<file path="config.mk">
export PLATFORM = sky130hd
export DESIGN_NAME = activation_and_derivative_unit_flat
export DESIGN_NICKNAME = d
export VERILOG_FILES = /design/src/adu_pkg.sv /design/src/adu_req_if.sv /design/src/adu_rsp_if.sv /design/src/activation_and_derivative_unit.sv /design/src/adu_core.sv /design/src/flat_wrapper.sv
export SDC_FILE = /design/constraint.sdc
export NUM_CORES = 2
export LEC_CHECK = 0
export BUFFER_PORTS_ARGS = -buffer_cell sky130_fd_sc_hd__buf_2
export CELL_PAD_IN_SITES_DETAIL_PLACEMENT = 0
export CELL_PAD_IN_SITES_GLOBAL_PLACEMENT = 1
export CORE_MARGIN = 3
export CORE_UTILIZATION = 45
export CTS_CLUSTER_SIZE = 24
export DETAILED_ROUTE_END_ITERATION = 10
export PLACE_DENSITY_LB_ADDON = 0.1
export SLEW_MARGIN = 20
export SYNTH_ARGS = -nofsm -noshare
export SYNTH_HDL_FRONTEND = slang
export SYNTH_SLANG_ARGS = --single-unit
</file>
<file path="constraint.sdc">
create_clock -name clock -period 12.15 [get_ports clock]
set_input_delay 0.6075 -clock clock [delete_from_list [all_inputs] [get_ports clock]]
set_output_delay 0.6075 -clock clock [all_outputs]
set_load 0.02 [all_outputs]
</file>
<file path="src/adu_pkg.sv">
// Package with formats, function codes, stage types and divider step for the activation unit.
package adu_pkg;

   localparam int VALUE_WIDTH   = 16;
   localparam int FRACTION_BITS = 12;
   // Magnitude width holds |x|, ONE and ONE + |x| with headroom.
   localparam int MAG_WIDTH = ((VALUE_WIDTH > FRACTION_BITS) ? VALUE_WIDTH : FRACTION_BITS) + 2;
   // Internal signed width holds every product and sum before saturation.
   localparam int RES_WIDTH = 2 * MAG_WIDTH + 4;
   localparam int DEPTH     = FRACTION_BITS + 2;
   localparam int IDX_WIDTH = $clog2(DEPTH);

   localparam logic signed [RES_WIDTH-1:0] ONE_RES =
      {{(RES_WIDTH-1){1'b0}}, 1'b1} << FRACTION_BITS;
   localparam logic [MAG_WIDTH-1:0] ONE_MAG =
      {{(MAG_WIDTH-1){1'b0}}, 1'b1} << FRACTION_BITS;
   localparam logic signed [RES_WIDTH-1:0] SAT_HI =
      ({{(RES_WIDTH-1){1'b0}}, 1'b1} << (VALUE_WIDTH - 1)) - 1;
   localparam logic signed [RES_WIDTH-1:0] SAT_LO = -SAT_HI - 1;

   // Function codes as held in the default register and in the pipeline.
   localparam logic [1:0] FN_TANH      = 2'd0;
   localparam logic [1:0] FN_SIGMOID   = 2'd1;
   localparam logic [1:0] FN_SOFTSIGN  = 2'd2;
   localparam logic [1:0] FN_RECTIFIER = 2'd3;

   // Selector codes carried by each input beat.
   localparam logic [2:0] SEL_DEFAULT   = 3'd0;
   localparam logic [2:0] SEL_TANH      = 3'd1;
   localparam logic [2:0] SEL_SIGMOID   = 3'd2;
   localparam logic [2:0] SEL_SOFTSIGN  = 3'd3;
   localparam logic [2:0] SEL_RECTIFIER = 3'd4;

   // Register address decode.
   localparam logic REG_DEFAULT_FUNCTION = 1'b0;

   typedef struct packed {
      logic                          kind;
      logic [1:0]                    fn;
      logic                          bad;
      logic signed [VALUE_WIDTH-1:0] x;
   } entry_type;

   typedef struct packed {
      logic                        kind;
      logic [1:0]                  fn;
      logic                        bad;
      logic                        neg;
      logic signed [RES_WIDTH-1:0] gen;
      logic [MAG_WIDTH-1:0]        rem;
      logic [MAG_WIDTH-1:0]        dvs;
      logic [FRACTION_BITS-1:0]    quo;
   } stage_type;

   // One restoring division step: returns {remainder, quotient}.
   function automatic logic [MAG_WIDTH+FRACTION_BITS-1:0] div_step(
      input logic [MAG_WIDTH-1:0]     rem,
      input logic [MAG_WIDTH-1:0]     dvs,
      input logic [FRACTION_BITS-1:0] quo
   );
      logic [MAG_WIDTH:0]       sh;
      logic [MAG_WIDTH:0]       diff;
      logic [MAG_WIDTH-1:0]     rem_n;
      logic [FRACTION_BITS-1:0] quo_n;
      sh   = {rem, 1'b0};
      diff = sh - {1'b0, dvs};
      if (sh >= {1'b0, dvs}) begin
         rem_n = diff[MAG_WIDTH-1:0];
         quo_n = {quo[FRACTION_BITS-2:0], 1'b1};
      end else begin
         rem_n = sh[MAG_WIDTH-1:0];
         quo_n = {quo[FRACTION_BITS-2:0], 1'b0};
      end
      return {rem_n, quo_n};
   endfunction

endpackage

</file>
<file path="src/adu_req_if.sv">
// Input channel interface: one operand beat with its selector.
interface adu_req_if;
   logic                                   valid;
   logic                                   ready;
   logic                                   kind;
   logic [2:0]                             function_select;
   logic signed [adu_pkg::VALUE_WIDTH-1:0] operand_value;

   modport source (output valid, kind, function_select, operand_value, input ready);
   modport sink   (input valid, kind, function_select, operand_value, output ready);
endinterface

</file>
<file path="src/adu_rsp_if.sv">
// Result channel interface: one result beat with its error flag.
interface adu_rsp_if;
   logic                                   valid;
   logic                                   ready;
   logic signed [adu_pkg::VALUE_WIDTH-1:0] result_value;
   logic                                   bad_function;

   modport source (output valid, result_value, bad_function, input ready);
   modport sink   (input valid, result_value, bad_function, output ready);
endinterface

</file>
<file path="src/activation_and_derivative_unit.sv">
// Top level of the pipelined activation and derivative unit.
//
// Each input beat on req_bus carries kind, function_select and a signed
// Q4.12 operand_value. The unit returns one beat on rsp_bus per input beat,
// in order, with the saturated result_value and the bad_function flag.
// Selector zero uses the default_function register, written over the APB
// port at byte address 0. Undefined selectors return zero with the flag set.
//
// The pipeline holds FRACTION_BITS + 2 register stages (14 at the default
// format): one input register, one restoring-division stage per quotient
// bit of the softsign divider, and the saturating output register. Every
// other function rides the same pipeline so results stay in order, and
// throughput is one beat per cycle while the receiver does not stall.
//
// Each stage has its own valid bit and advances when the stage after it is
// empty or moving, so bubbles close up while the receiver stalls. When
// rsp_bus.ready is low the held result stays stable and req_bus.ready drops
// only once every stage is full. Reset empties the pipeline and sets the
// default function to tanh.
module activation_and_derivative_unit (
   input  logic        clock,
   input  logic        reset,
   adu_req_if.sink     req_bus,
   adu_rsp_if.source   rsp_bus,
   input  logic        psel,
   input  logic        penable,
   input  logic        pwrite,
   input  logic [2:0]  paddr,
   input  logic [31:0] pwdata,
   output logic [31:0] prdata,
   output logic        pready
);
   import adu_pkg::*;

   localparam int LAST = DEPTH - 1;

   logic [1:0]                    default_fn_ff;
   logic [DEPTH-1:0]              vld_ff;
   logic [DEPTH-1:0]              en;
   entry_type                     entry_ff, entry_in;
   stage_type                     pipe_ff [1:FRACTION_BITS];
   stage_type                     pipe_in [1:FRACTION_BITS];
   logic signed [VALUE_WIDTH-1:0] result_ff, result_in;
   logic                          bad_ff, bad_in;

   logic signed [RES_WIDTH-1:0]   core_gen;
   logic [MAG_WIDTH-1:0]          core_mag;
   logic                          core_neg;
   logic [MAG_WIDTH-1:0]          first_dvs;
   logic [MAG_WIDTH+FRACTION_BITS-1:0] step_out [1:FRACTION_BITS];
   logic signed [RES_WIDTH-1:0]   soft_val, pick_val;

   // Configuration port: pready tied high, one register.
   assign pready = 1'b1;
   assign prdata = (paddr[2] == REG_DEFAULT_FUNCTION) ? {30'd0, default_fn_ff} : 32'd0;

   always_ff @(posedge clock) begin
      if (reset) begin
         default_fn_ff <= FN_TANH;
      end else if (psel && penable && pwrite && pready && paddr[2] == REG_DEFAULT_FUNCTION) begin
         default_fn_ff <= pwdata[1:0];
      end
   end

   // Stall chain from the output register back to the input.
   always_comb begin
      en[LAST] = !vld_ff[LAST] || rsp_bus.ready;
      for (int i = LAST - 1; i >= 0; i--) begin
         en[i] = !vld_ff[i] || en[i+1];
      end
   end
   assign req_bus.ready = en[0];

   // Selector decode into the input register.
   always_comb begin
      entry_in.kind = req_bus.kind;
      entry_in.x    = req_bus.operand_value;
      entry_in.bad  = 1'b0;
      unique case (req_bus.function_select)
         SEL_DEFAULT:   entry_in.fn = default_fn_ff;
         SEL_TANH:      entry_in.fn = FN_TANH;
         SEL_SIGMOID:   entry_in.fn = FN_SIGMOID;
         SEL_SOFTSIGN:  entry_in.fn = FN_SOFTSIGN;
         SEL_RECTIFIER: entry_in.fn = FN_RECTIFIER;
         default: begin
            entry_in.fn  = FN_TANH;
            entry_in.bad = 1'b1;
         end
      endcase
   end

   adu_core u_core (
      .kind (entry_ff.kind),
      .fn   (entry_ff.fn),
      .x    (entry_ff.x),
      .gen  (core_gen),
      .mag  (core_mag),
      .neg  (core_neg)
   );

   // First stage takes the core result and the first quotient bit; the
   // following stages each resolve one more bit of |x|*ONE / (ONE + |x|).
   always_comb begin
      first_dvs   = ONE_MAG + core_mag;
      step_out[1] = div_step(core_mag, first_dvs, '0);
      pipe_in[1].kind = entry_ff.kind;
      pipe_in[1].fn   = entry_ff.fn;
      pipe_in[1].bad  = entry_ff.bad;
      pipe_in[1].neg  = core_neg;
      pipe_in[1].gen  = core_gen;
      pipe_in[1].dvs  = first_dvs;
      pipe_in[1].rem  = step_out[1][MAG_WIDTH+FRACTION_BITS-1:FRACTION_BITS];
      pipe_in[1].quo  = step_out[1][FRACTION_BITS-1:0];
      for (int k = 2; k <= FRACTION_BITS; k++) begin
         step_out[k] = div_step(pipe_ff[k-1].rem, pipe_ff[k-1].dvs, pipe_ff[k-1].quo);
         pipe_in[k]     = pipe_ff[k-1];
         pipe_in[k].rem = step_out[k][MAG_WIDTH+FRACTION_BITS-1:FRACTION_BITS];
         pipe_in[k].quo = step_out[k][FRACTION_BITS-1:0];
      end
   end

   // Output selection and saturation.
   always_comb begin
      soft_val = RES_WIDTH'(pipe_ff[FRACTION_BITS].quo);
      if (pipe_ff[FRACTION_BITS].neg) begin
         soft_val = -soft_val;
      end
      if (pipe_ff[FRACTION_BITS].bad) begin
         pick_val = '0;
      end else if (!pipe_ff[FRACTION_BITS].kind && pipe_ff[FRACTION_BITS].fn == FN_SOFTSIGN) begin
         pick_val = soft_val;
      end else begin
         pick_val = pipe_ff[FRACTION_BITS].gen;
      end
      if (pick_val > SAT_HI) begin
         result_in = SAT_HI[VALUE_WIDTH-1:0];
      end else if (pick_val < SAT_LO) begin
         result_in = SAT_LO[VALUE_WIDTH-1:0];
      end else begin
         result_in = pick_val[VALUE_WIDTH-1:0];
      end
      bad_in = pipe_ff[FRACTION_BITS].bad;
   end

   always_ff @(posedge clock) begin
      if (reset) begin
         vld_ff <= '0;
      end else begin
         if (en[0]) begin
            vld_ff[0] <= req_bus.valid;
         end
         for (int i = 1; i < DEPTH; i++) begin
            if (en[i]) begin
               vld_ff[i] <= vld_ff[i-1];
            end
         end
      end
   end

   always_ff @(posedge clock) begin
      if (en[0]) begin
         entry_ff <= entry_in;
      end
      for (int k = 1; k <= FRACTION_BITS; k++) begin
         if (en[k]) begin
            pipe_ff[k] <= pipe_in[k];
         end
      end
      if (en[LAST]) begin
         result_ff <= result_in;
         bad_ff    <= bad_in;
      end
   end

   assign rsp_bus.valid        = vld_ff[LAST];
   assign rsp_bus.result_value = result_ff;
   assign rsp_bus.bad_function = bad_ff;

endmodule

</file>
<file path="src/adu_core.sv">
// Shift-and-add sigmoid and tanh, rectifier, and the derivative multiplier.
module adu_core (
   input  logic                                   kind,
   input  logic [1:0]                             fn,
   input  logic signed [adu_pkg::VALUE_WIDTH-1:0] x,
   output logic signed [adu_pkg::RES_WIDTH-1:0]   gen,
   output logic [adu_pkg::MAG_WIDTH-1:0]          mag,
   output logic                                   neg
);
   import adu_pkg::*;

   localparam logic signed [RES_WIDTH-1:0] T_SAT  = ONE_RES * 5;
   localparam logic signed [RES_WIDTH-1:0] T_MID  = (ONE_RES * 19) / 8;
   localparam logic signed [RES_WIDTH-1:0] C_HIGH = (ONE_RES * 27) / 32;
   localparam logic signed [RES_WIDTH-1:0] C_MID  = (ONE_RES * 5) / 8;
   localparam logic signed [RES_WIDTH-1:0] C_LOW  = ONE_RES / 2;

   logic signed [RES_WIDTH-1:0]   xe, arg, sa, sm, sg, act_tanh;
   logic signed [RES_WIDTH-1:0]   p, q, pa, qa, fa, sn, mext;
   logic [MAG_WIDTH-1:0]          mp, mq;
   logic [2*MAG_WIDTH-1:0]        prod;
   logic                          pneg;

   always_comb begin
      xe  = {{(RES_WIDTH-VALUE_WIDTH){x[VALUE_WIDTH-1]}}, x};
      arg = (fn == FN_TANH) ? (xe <<< 1) : xe;
      sa  = (arg < 0) ? -arg : arg;
      if (sa >= T_SAT) begin
         sm = ONE_RES;
      end else if (sa >= T_MID) begin
         sm = (sa >>> 5) + C_HIGH;
      end else if (sa >= ONE_RES) begin
         sm = (sa >>> 3) + C_MID;
      end else begin
         sm = (sa >>> 2) + C_LOW;
      end
      sg       = (arg < 0) ? ONE_RES - sm : sm;
      act_tanh = (sg <<< 1) - ONE_RES;

      // Operands of the single shared product for the derivatives.
      fa = (xe < 0) ? -xe : xe;
      case (fn)
         FN_TANH: begin
            p = xe;
            q = xe;
         end
         FN_SIGMOID: begin
            p = xe;
            q = ONE_RES - xe;
         end
         default: begin
            p = ONE_RES - fa;
            q = ONE_RES - fa;
         end
      endcase
      pneg = (p < 0) != (q < 0);
      pa   = (p < 0) ? -p : p;
      qa   = (q < 0) ? -q : q;
      mp   = pa[MAG_WIDTH-1:0];
      mq   = qa[MAG_WIDTH-1:0];
      prod = mp * mq;
      mext = RES_WIDTH'(prod >> FRACTION_BITS);
      sn   = pneg ? -mext : mext;

      if (kind) begin
         case (fn)
            FN_TANH:    gen = ONE_RES - sn;
            FN_SIGMOID: gen = sn;
            FN_SOFTSIGN: gen = sn;
            default:    gen = (xe == 0) ? '0 : ONE_RES;
         endcase
      end else begin
         case (fn)
            FN_TANH:    gen = act_tanh;
            FN_SIGMOID: gen = sg;
            FN_SOFTSIGN: gen = '0;
            default:    gen = (xe > 0) ? xe : '0;
         endcase
      end

      mag = fa[MAG_WIDTH-1:0];
      neg = x[VALUE_WIDTH-1];
   end
endmodule

</file>
<file path="src/flat_wrapper.sv">
// flat-port wrapper written by rule: the top's interface ports become plain ports
module activation_and_derivative_unit_flat import adu_pkg::*;
  (clock, reset, psel, penable, pwrite, paddr, pwdata, prdata, pready, req_bus_valid, req_bus_kind, req_bus_function_select, req_bus_operand_value, req_bus_ready, rsp_bus_valid, rsp_bus_result_value, rsp_bus_bad_function, rsp_bus_ready);
  adu_req_if req_bus_i ();
  adu_rsp_if rsp_bus_i ();
  input  logic clock;
  input  logic reset;
  input  logic psel;
  input  logic penable;
  input  logic pwrite;
  input  logic [2:0] paddr;
  input  logic [31:0] pwdata;
  output logic [31:0] prdata;
  output logic pready;
  input wire logic [$bits(req_bus_i.valid)-1:0] req_bus_valid;
  input wire logic [$bits(req_bus_i.kind)-1:0] req_bus_kind;
  input wire logic [$bits(req_bus_i.function_select)-1:0] req_bus_function_select;
  input wire logic [$bits(req_bus_i.operand_value)-1:0] req_bus_operand_value;
  output wire logic [$bits(req_bus_i.ready)-1:0] req_bus_ready;
  output wire logic [$bits(rsp_bus_i.valid)-1:0] rsp_bus_valid;
  output wire logic [$bits(rsp_bus_i.result_value)-1:0] rsp_bus_result_value;
  output wire logic [$bits(rsp_bus_i.bad_function)-1:0] rsp_bus_bad_function;
  input wire logic [$bits(rsp_bus_i.ready)-1:0] rsp_bus_ready;
  assign req_bus_i.valid = req_bus_valid;
  assign req_bus_i.kind = req_bus_kind;
  assign req_bus_i.function_select = req_bus_function_select;
  assign req_bus_i.operand_value = req_bus_operand_value;
  assign req_bus_ready = req_bus_i.ready;
  assign rsp_bus_valid = rsp_bus_i.valid;
  assign rsp_bus_result_value = rsp_bus_i.result_value;
  assign rsp_bus_bad_function = rsp_bus_i.bad_function;
  assign rsp_bus_i.ready = rsp_bus_ready;
  activation_and_derivative_unit u_core (.clock(clock), .reset(reset), .req_bus(req_bus_i), .rsp_bus(rsp_bus_i), .psel(psel), .penable(penable), .pwrite(pwrite), .paddr(paddr), .pwdata(pwdata), .prdata(prdata), .pready(pready));
endmodule
</file>
==> flow_summary.ini <==
[run_status]
status = complete, no violations

[global_routing]
grt_pass1_wl_um = 216000
use_met2 = 0.366
met3_usage = 0.0214
grt.busiest_layer = met2
grt_remaining_overflow = 0
grt_pass1_vias = 40100
grtUsageTotal = 0.193
antenna_found_initial = 0
grt_max_degree = 93
met1_usage = 0.215

[floorplan]
ios = 114
start_util = 0.454
coreArea_um2 = 136000
die_w_um = 376
rows = 135
dieArea_um2 = 141000
die_h_um = 376

[critical_path]
cp_data_required_time_ns = 12.62
path_delay_family = adder cells
path_buf_inv = 5
cpMostUsedCell = fa_1
reg2reg_slack_ns = 0.61
crit_slowest_cell = or4_1
path_max_fanout = 17
cpPeakStageDelay_ns = 0.62
critPathArrivalTime_ns = 12.00
worst-setup-path-type = reg -> reg
worst_setup_path_end_kind = flip-flop
cp-start-kind = flip-flop

[sta]
setup_violations = 0
fmax_mhz = 86.7
rsz0062_at_grt = no
fin_skew_ns = 0.0950
slew_headroom = 0.299
hold_violations = 0
min_period_ns = 11.54
slew_violations = 0
setup_tns_ns = 0
tightestPinTransition_ns = 1.04
min_period_over_period = 0.949

[clock_network]
clock_sinks = 1067
clk_path_buf_depth = 3
cts_inserted_buffers = 113
cts_hold_buf = 0
cts_max_level = 3
cts_tree = done
insertion_delay_ns = 0.73
path_clk_slew_ns = 0.06
cts_root_buffer = clkbuf_16

[route]
avgViaCountPerCell = 5.15
wl_per_cell_um = 17.8
wl_um = 134000
dr.first_iter.drc_count = 1816
drc = 0
vias = 38800
dr.pass1.iters = 5
postRouteAntennaNets = 0

[yosys]
synth_area_um2 = 61600
synthDistinctLibCells = 104
synth_common_cells = edfxtp_1, inv_1, nand2_1
synth_area_leaders = edfxtp_1, fa_1, ha_1, inv_1, a21oi_1
synth_top_family_by_area = adder cells
synthMostInstantiatedCell = edfxtp_1
syn_inst = 5394
synth_compound_area_frac = 0.108
synth_area_per_cell_um2 = 11.4
ys_seq_area_frac = 0.518
synth_top_area_cell = edfxtp_1
synthMuxAreaShare = 0.00988
ys.flop_type = edfxtp_1
synth_edf_count = 1051
synth_top_cell_area_share = 0.513
synth_adder_area_share = 0.158
synth_warnings = 0
synth-xor-area-share = 0.0399
yosys.area_share.simple = 0.107
synthArstFlopShare = 0
ys_ff_latch = 1067

[place]
place.gp.congestion = 0.882
io_buffers = 50
dp.final_hpwl_um = 105000

[layout]
areaGrowthSynthToFinish_pct = 12.7
num_antenna_cells = 0
drive_gt1_frac = 0.107
final_nets = 6343

[run]
maxCapViolCount = 0

[hold_path]
hold_path_class = in -> reg
## logic make-up after synthesis
group | Yosys count
xor gates and xnor gates | 276
muxes | 57
buffers and inverters | 937
AOI/OAI and AO/OA | 1049
adders and majority gates | 617
DFF | 1067
other | 2
and+or+nand+nor | 1389
## placed cells by master, fill, tap and decap left out, drive strengths merged, types with 119 or more instances in the layout
cell,n
ha,352
inv,747
nand2,403
o21ai,248
a21oi,370
xnor2,165
fa,264
buf,273
nand3,119
clkbuf,149
nor2,391
edfxtp,1051
## metal layers
metal  wire, um  part of all wire  vias up
met3       3900             0.029      287
met2      71400              0.53      623
li1           -                 -    19300
met1      52800              0.39    18600
met5          0                 0        -
met4       6390             0.048        0
## per-stage QoR
stage          hold WS, ns  utilization  std cells  instance area (um2)  setup WS, ns
2_1_floorplan        0.400            -       5464                61900       0.00352
3_3_place_gp         0.401        0.482       7323                65300        0.0393
3_5_place_dp         0.405        0.482       7323                65300        0.0317
4_1_cts            0.00521        0.509       7527                69100     0.0000231
5_1_grt             0.0397        0.512       7535                69400        0.0150
6_report            0.0844        0.512       7535                69400         0.614
## area by class of cell
class	count	area, um2
well taps	1781	2230
multi-input cells	3460	26700
fillers	12200	66300
clock buffers	149	3020
clock inverters	55	717
repair buffers	273	1980
flip-flops and latches	1067	31900
inverters	750	2820
## worst register-to-register path, delay by kind of cell, from the launching register on
kind,cells,cell delay (ns)
fa+ha+maj,8,3.48
simple gates,13,3.25
compound gates,9,2.84
xor+xnor,3,0.70
buf+inv,5,0.68
flops,1,0.42
## what timing repair did
action,4_1_cts,5_1_grt
pin swaps,0,13
endpoints found under the setup margin,8,31
gates resized for setup,1,47
buffers inserted,0,7
## worst paths after layout
kind                                  startpoint                               end  depth (start not counted)
setup reg to reg    u_core.entry_ff[0]$_DFFE_PP_  u_core.pipe_ff[0][167]$_DFFE_PP_                         38
setup / recovery    u_core.entry_ff[0]$_DFFE_PP_  u_core.pipe_ff[0][167]$_DFFE_PP_                         38
hold / removal         req_bus_operand_value[12]     u_core.entry_ff[12]$_DFFE_PP_                          1
hold reg to reg   u_core.pipe_ff[1][1]$_DFFE_PP_   u_core.pipe_ff[1][95]$_DFFE_PP_                          0
## sequential cells by signal (all words and copies together), names as in the netlist
| signal | cells |
|---|---|
| u_core.default_fn_ff | 2 |
| u_core.pipe_ff | 1014 |
| u_core.rsp_bus.bad_function | 1 |
| u_core.vld_ff | 14 |
| u_core.rsp_bus.result_value | 16 |
| u_core.entry_ff | 20 |
Power is left out: the tool's default activity adds up to more than one toggle a clock period on the data nets, which glitch-free logic cannot reach.
